<file path="config.mk">
export PLATFORM = sky130hd
export DESIGN_NAME = fra_ctrl
export DESIGN_NICKNAME = d
export VERILOG_FILES = /design/src/rtl/fra_pkg.sv /design/src/rtl/fra_ctrl.sv
export SDC_FILE = /design/constraint.sdc
export NUM_CORES = 1
export LEC_CHECK = 0
export BUFFER_PORTS_ARGS = -buffer_cell sky130_fd_sc_hd__clkbuf_2
export CAP_MARGIN = 20
export CELL_PAD_IN_SITES_DETAIL_PLACEMENT = 0
export CELL_PAD_IN_SITES_GLOBAL_PLACEMENT = 2
export CORE_ASPECT_RATIO = 0.75
export CORE_UTILIZATION = 21
export DETAILED_ROUTE_END_ITERATION = 16
export GPL_TIMING_DRIVEN = 0
export PLACE_DENSITY = 0.85
export REMOVE_ABC_BUFFERS = 1
export SLEW_MARGIN = 5
export SYNTH_ARGS = -nofsm -noshare
export SYNTH_HDL_FRONTEND = slang
export SYNTH_SLANG_ARGS = --single-unit
export TNS_END_PERCENT = 5
</file>
<file path="constraint.sdc">
create_clock -name clk -period 1.8 [get_ports clk]
set_clock_uncertainty 0.2 [all_clocks]
set_input_delay 0.36 -clock clk [delete_from_list [all_inputs] [get_ports clk]]
set_output_delay 0.36 -clock clk [all_outputs]
set_load 0.005 [all_outputs]
</file>
<file path="src/rtl/fra_pkg.sv">
package fra_pkg;

  localparam int ADDR_WIDTH = 48;

  typedef struct packed {
    logic [1:0]            opcode;
    logic [ADDR_WIDTH-1:0] range_start;
    logic [ADDR_WIDTH-1:0] range_end;
    logic [ADDR_WIDTH-1:0] alloc_size;
    logic [3:0]            align_log2;
  } fra_req_t;

  typedef struct packed {
    logic [ADDR_WIDTH-1:0] address;
    logic [1:0]            status;
  } fra_rsp_t;

  localparam logic [1:0] OP_FREE        = 2'd0;
  localparam logic [1:0] OP_RESERVE     = 2'd1;
  localparam logic [1:0] OP_ALLOC_AUTO  = 2'd2;
  localparam logic [1:0] OP_ALLOC_ALIGN = 2'd3;

  localparam logic [1:0] ST_OK    = 2'd0;
  localparam logic [1:0] ST_NOFIT = 2'd1;
  localparam logic [1:0] ST_FULL  = 2'd2;

  localparam int ALIGN_8  = 8;
  localparam int ALIGN_16 = 16;
  localparam int ALIGN_32 = 32;
  localparam logic [3:0] LG_8  = 4'd3;
  localparam logic [3:0] LG_16 = 4'd4;
  localparam logic [3:0] LG_32 = 4'd5;
  localparam logic [3:0] LG_64 = 4'd6;

  typedef enum logic [3:0] {
    S_IDLE,
    S_SCAN_RD,
    S_SCAN_EV,
    S_FIT_A,
    S_FIT_CHK,
    S_PREP,
    S_DECIDE,
    S_SHIFT_RD,
    S_SHIFT_WR,
    S_INS,
    S_DONE
  } fra_state_t;

  typedef struct packed {
    logic load;
    logic scan_rd;
    logic scan_ev;
    logic fit_a;
    logic fit_chk;
    logic prep;
    logic shift_rd;
    logic shift_wr;
    logic ins;
    logic commit;
    logic nofit;
    logic full;
  } fra_cmd_t;

  typedef struct packed {
    logic trivial;
    logic scan_end;
    logic is_alloc;
    logic skip;
    logic stop;
    logic fit_ok;
    logic zero_size;
    logic nop;
    logic full;
    logic no_shift;
    logic shift_last;
    logic ins_done;
  } fra_stat_t;

endpackage

</file>
<file path="src/rtl/fra_ctrl.sv">
module fra_ctrl import fra_pkg::*; (
  input  logic      clk,
  input  logic      rst,
  input  logic      start,
  input  fra_stat_t stat,
  output fra_cmd_t  cmd,
  output logic      busy,
  output logic      done
);

  fra_state_t state, state_next;

  always_ff @(posedge clk) begin
    if (rst) begin
      state <= S_IDLE;
    end else begin
      state <= state_next;
    end
  end

  always_comb begin
    state_next = state;
    case (state)
      S_IDLE: begin
        if (start) state_next = S_SCAN_RD;
      end
      S_SCAN_RD: begin
        if (stat.trivial) state_next = S_DONE;
        else if (stat.scan_end) state_next = stat.is_alloc ? S_DONE : S_PREP;
        else state_next = S_SCAN_EV;
      end
      S_SCAN_EV: begin
        if (!stat.is_alloc || stat.skip) state_next = S_SCAN_RD;
        else if (stat.stop) state_next = S_DONE;
        else state_next = S_FIT_A;
      end
      S_FIT_A: state_next = S_FIT_CHK;
      S_FIT_CHK: begin
        if (!stat.fit_ok) state_next = S_SCAN_RD;
        else if (stat.zero_size) state_next = S_DONE;
        else state_next = S_PREP;
      end
      S_PREP: state_next = S_DECIDE;
      S_DECIDE: begin
        if (stat.nop || stat.full) state_next = S_DONE;
        else if (stat.no_shift) state_next = S_INS;
        else state_next = S_SHIFT_RD;
      end
      S_SHIFT_RD: state_next = S_SHIFT_WR;
      S_SHIFT_WR: begin
        if (stat.shift_last) state_next = S_INS;
        else state_next = S_SHIFT_RD;
      end
      S_INS: begin
        if (stat.ins_done) state_next = S_DONE;
      end
      S_DONE: state_next = S_IDLE;
      default: state_next = S_IDLE;
    endcase
  end

  always_comb begin
    cmd          = '0;
    cmd.load     = (state == S_IDLE) && start;
    cmd.scan_rd  = (state == S_SCAN_RD);
    cmd.scan_ev  = (state == S_SCAN_EV);
    cmd.fit_a    = (state == S_FIT_A);
    cmd.fit_chk  = (state == S_FIT_CHK);
    cmd.prep     = (state == S_PREP);
    cmd.shift_rd = (state == S_SHIFT_RD);
    cmd.shift_wr = (state == S_SHIFT_WR);
    cmd.ins      = (state == S_INS) && !stat.ins_done;
    cmd.commit   = (state == S_INS) && stat.ins_done;
    cmd.nofit    = ((state == S_SCAN_RD) && !stat.trivial && stat.scan_end && stat.is_alloc)
                || ((state == S_SCAN_EV) && stat.is_alloc && !stat.skip && stat.stop);
    cmd.full     = (state == S_DECIDE) && !stat.nop && stat.full;
    busy         = (state != S_IDLE);
    done         = (state == S_DONE);
  end

endmodule

</file>
=== Yosys cells after proc, flatten, opt, wreduce, memory -nomap -nowiden ===
Cells that the tools add are included.

* Add/subtract/negate cells: 0
* Multiply operators: 0
* Div/mod/pow operators: 0
* Magnitude comparators: 0
* Equal/unequal tests: 12
* Shifts and indexed selects: 0
* Mux-type cells: 13
* Bitwise operators: 0
* Reduce and logical (&&, ||, !) cells: 22

{| class="wikitable"
|+ Operator list
! kind !! number
|-
| $mux W4 || 12
|-
| $pmux W4 S10 || 1
|-
| $eq A4 B3 Y1 const B || 4
|-
| $eq A4 B4 Y1 const B || 3
|-
| $logic_and A1 B1 Y1 || 11
|-
| $eq A4 B2 Y1 const B || 2
|-
| $logic_not A1 Y1 || 5
|-
| $eq A4 B1 Y1 const B || 1
|-
| $logic_not A4 Y1 || 1
|-
| $ne A2 B2 Y1 const B || 2
|-
| $reduce_bool A4 Y1 || 1
|-
| $logic_or A1 B1 Y1 || 3
|-
| $reduce_and A2 Y1 || 1
|}

* Register bits: 4
* Bits in latches: 0
* RAM bits: 0
* Bits in read-only memories: 0
* Input port bits: 15
* Output and inout bits: 14
* Logic and storage cells: 48
* Memories kept: 0

=== Depth between registers and ports, before layout ===
* Word-level depth: 5
* Gate-level depth with buffers: 6
* Gate-level depth less buffers: 4

=== Least setup slack after synthesis ===
No wires, ideal clock.

* Path kind: register to output
* Start: register state[0]
* End: output cmd[1] (netlist name)
* Arrival: 1.079 ns
* Data required time: 1.240 ns
* Slack: 0.161 ns
* Stages on the path, launching flop included: 6
* Cell sequence: dfxtp_1 -> buf_6 -> nand2b_1 -> clkbuf_1 -> nor4_1 -> a21o_1

{| class="wikitable"
|+ RTL lines
! item !! RTL line !! RTL
|-
| start, declared || fra_ctrl.sv:11 || <nowiki>fra_state_t state, state_next;</nowiki>
|-
| start signal, assigned || fra_ctrl.sv:17 || <nowiki>state <= state_next;</nowiki>
|-
| end, declared || fra_ctrl.sv:6 || <nowiki>output fra_cmd_t cmd,</nowiki>
|}

==> results_dict.tcl <==
set metrics [dict create \
    synthDominantCellAreaShare_pct 15.3 \
    layout.cells.non_filler 139 \
    floorplan.die.height_um 45.3 \
    r2r_cells 5 \
    max-cap-violations 0 \
    timing.final.crit_period_ns 1.81 \
    worst_min_path_start "rst" \
    critical_path.startpoint_type "flip-flop" \
    path_delay_family "flip-flops" \
    critical_path.endpoint_type "output pin" \
    grt_remaining_overflow 0 \
    layout.filler_cells 270 \
    cp_max_fo 11 \
    cts_tree "built" \
    grt_antenna_before_repair 0 \
    startpoint "state[1]$_SDFFE_PP0P_" \
    timing_max_transition_violations_final 0 \
    vdd_ir_drop_max_v 0.000325 \
    global_route.usage.total_pct 13.3 \
    crit_chain "nand2b_4 -> nor4_4 -> a21o_1 -> clkbuf_2" \
    synth.lib_cells_used.distinct 32 \
    gpl.final_weighted_congestion 0.797 \
    clock_tree.htree_level_count 1 \
    detailroute.via_count 668 \
    number_of_flip_flops_in_the_largest_register 4 \
    max-slew-margin-rel_pct 82.8 \
    synth_cells 77 \
    rr_startpoint "state[0]$_SDFFE_PP0P_" \
    tritonroute_pass_1_iters 4 \
    fp.dieArea_um2 2700 \
    largest-register "state" \
    critical_path.n_buffers_inverters 1 \
    critical_path.slowest_cell "sky130_fd_sc_hd__dfxtp_4" \
    mostFrequentLayoutCell "sky130_fd_sc_hd__clkbuf_2" \
    crit_path_max_incr_delay_ns 0.38 \
    required_ns 1.24 \
    cts_root_buf "sky130_fd_sc_hd__clkbuf_4" \
    power_density_nw_per_um2 1270 \
    core_area_um2 2330 \
    cts_inserted_buffers 3 \
    synth-main-ff-cell "sky130_fd_sc_hd__dfxtp_1" \
    syn-mean-instance-area_um2 6.81 \
    crit_cells 4 \
    place_inst 133 \
    hold_viol 0 \
    yosys_warnings 0 \
    clock_insertion_delay_at_the_later_pin_of_the_skew_report_ns 0.24 \
    max_freq_mhz 553 \
    yosys.area.top_type "sky130_fd_sc_hd__dfxtp_1" \
    top_level_ports 29 \
    detailedPlacementHpwl_mm 1.25 \
    clkSinkCount 4 \
    initial_drc_count 26 \
    areaGrowthSynthToFinish_pct 54.2 \
    kind_of_path_behind_the_tightest_hold_check "input pin to flip-flop" \
    netlist_top_cells_area "sky130_fd_sc_hd__dfxtp_1 15%, sky130_fd_sc_hd__nor2_1 7.9%, sky130_fd_sc_hd__nor3_1 7.6%, sky130_fd_sc_hd__nand2b_1 7.2%, sky130_fd_sc_hd__a211oi_1 5.7%" \
    reg.largest.list "state (4)" \
    drt_wl_total_mm 1.69 \
    worstPathArrival_ns 1.25 \
    max_slew.worst_pin.slew_ns 0.257 \
    layout.cells.most_common_list "25 x sky130_fd_sc_hd__clkbuf_2, 10 x sky130_fd_sc_hd__nor2_1, 5 x sky130_fd_sc_hd__nor3_1, 5 x sky130_fd_sc_hd__inv_1" \
    critical_path.reg2reg.endpoint "state[1]$_SDFFE_PP0P_" \
    initial_util_pct 22.5 \
    clk_transition_reported_paths_ns 0.04 \
    finalWorstSetupSlack_ns -0.00925 \
    grt_setup_unrepaired "true" \
    number_of_global_route_vias_before_repair 557 \
    numPortBuffers 28 \
    ys_seq_area_share_pct 15.3 \
    power.leakage_nw 0.353 \
    run_status "finished, violations left" \
    drc 0 \
    setup_tns_ns -0.00925 \
    final-setup-viol-count 1 \
    rows 15 \
    vias_per_cell 4.81 \
    synth_seq_cells 4 \
    synth_enable_flop_cells 0 \
    cts.path.max_buffers 2 \
    post_route_cells_drive_above_1_share_pct 49.5 \
    violated_checks "setup timing" \
    r2r_slack_ns 0.07 \
    wire_per_inst_um 12.1 \
    maximum_number_of_pins_on_one_net_before_global_route_repair 16 \
    n_antenna_cell 0 \
    antenna_left 0 \
    class_of_the_most_critical_setup_path "flip-flop to output pin" \
    die_width_um 59.7 \
    ys_async_sr_fraction_pct 0 \
    final.period_utilization_pct 101 \
    grt_pass1_wl_mm 2.66 \
    post_synth_instance_area_um2 524 \
    finalNetCount 122 \
    timing.critical_path.to "cmd[1]" \
]
-- final cells by class --
| class | count | area, um^2 | share of cell area (%) |
|---|---|---|---|
| well taps | 34 | 42.5 | 5.26 |
| flip-flops and latches | 4 | 95.1 | 11.8 |
| repair buffers | 31 | 163 | 20.1 |
| inverters | 5 | 18.8 | 2.32 |
| multi-input cells | 62 | 467 | 57.7 |
| clock buffers | 3 | 22.5 | 2.79 |
-- logic make-up (layout without fill, tap and decap cells) --
kind of cell,after synthesis,after routing,synth area share [%]
simple gates,38,38,38.9
compound gates,23,23,32.2
buf+inv,11,39,11.5
flops,4,4,15.3
mux,1,1,2.15
-- how the worst min path moves through the flow --
stage,end,slack (ns),cells after the start
detailed placement,state[1]$_SDFFE_PP0P_,0.39,2
global placement,state[1]$_SDFFE_PP0P_,0.39,2
finish,state[1]$_SDFFE_PP0P_,0.14,2
floorplan,state[1]$_SDFFE_PP0P_,0.22,1
global route,state[1]$_SDFFE_PP0P_,0.13,2
CTS,state[1]$_SDFFE_PP0P_,0.13,2
-- Yosys cell counts, drive strengths merged, types with 2 or more instances --
| cell type | number |
|---|---|
| a221o | 2 |
| nor2 | 11 |
| o21ai | 3 |
| clkbuf | 3 |
| nand2 | 3 |
| nor4 | 2 |
| a211oi | 5 |
| nor3 | 8 |
| dfxtp | 4 |
| inv | 5 |
| a21o | 3 |
| a21oi | 3 |
| buf | 3 |
| nand2b | 7 |
-- timing repair --
item	4_1_cts	5_1_grt
endpoints found under the setup margin	13	8
gates cloned	0	0
resized for setup	22	5
pin swaps	3	1
hold buffers	0	0
buffers inserted	3	0
-- routing by layer --
layer | up-vias | part of all wire, % | GRT usage [%]
met5 | - | 0 | 0
met4 | 0 | 0 | 1.40
met3 | 0 | 7.2 | 4.58
met2 | 27 | 42 | 19.6
met1 | 298 | 51 | 19.2
li1 | 343 | - | -
-- power by group --
group / internal, W / switching, W / leakage (nW)
logic: 0.000319 / 0.000319 / 0.303
clock network: 0.0000749 / 0.0000415 / 0.0138
registers: 0.000142 / 0.000129 / 0.0356
total: 0.000536 / 0.000490 / 0.353
-- metrics by stage --
| stage | total power [W] | setup WS [ns] | hold WS (ns) | util (%) | cell area (um^2) |
|---|---|---|---|---|---|
| 2_1_floorplan | 0.000557 | 0.134 | 0.225 | - | 483 |
| 3_3_place_gp | 0.000752 | -0.220 | 0.389 | 28.6 | 666 |
| 3_5_place_dp | 0.000746 | -0.160 | 0.394 | 28.6 | 666 |
| 4_1_cts | 0.00101 | 0.00193 | 0.133 | 34.3 | 798 |
| 5_1_grt | 0.00112 | -0.0863 | 0.132 | 34.7 | 808 |
| 6_report | 0.00103 | -0.00925 | 0.136 | 34.7 | 808 |
Note: power is estimated with default switching activity, not from simulation.
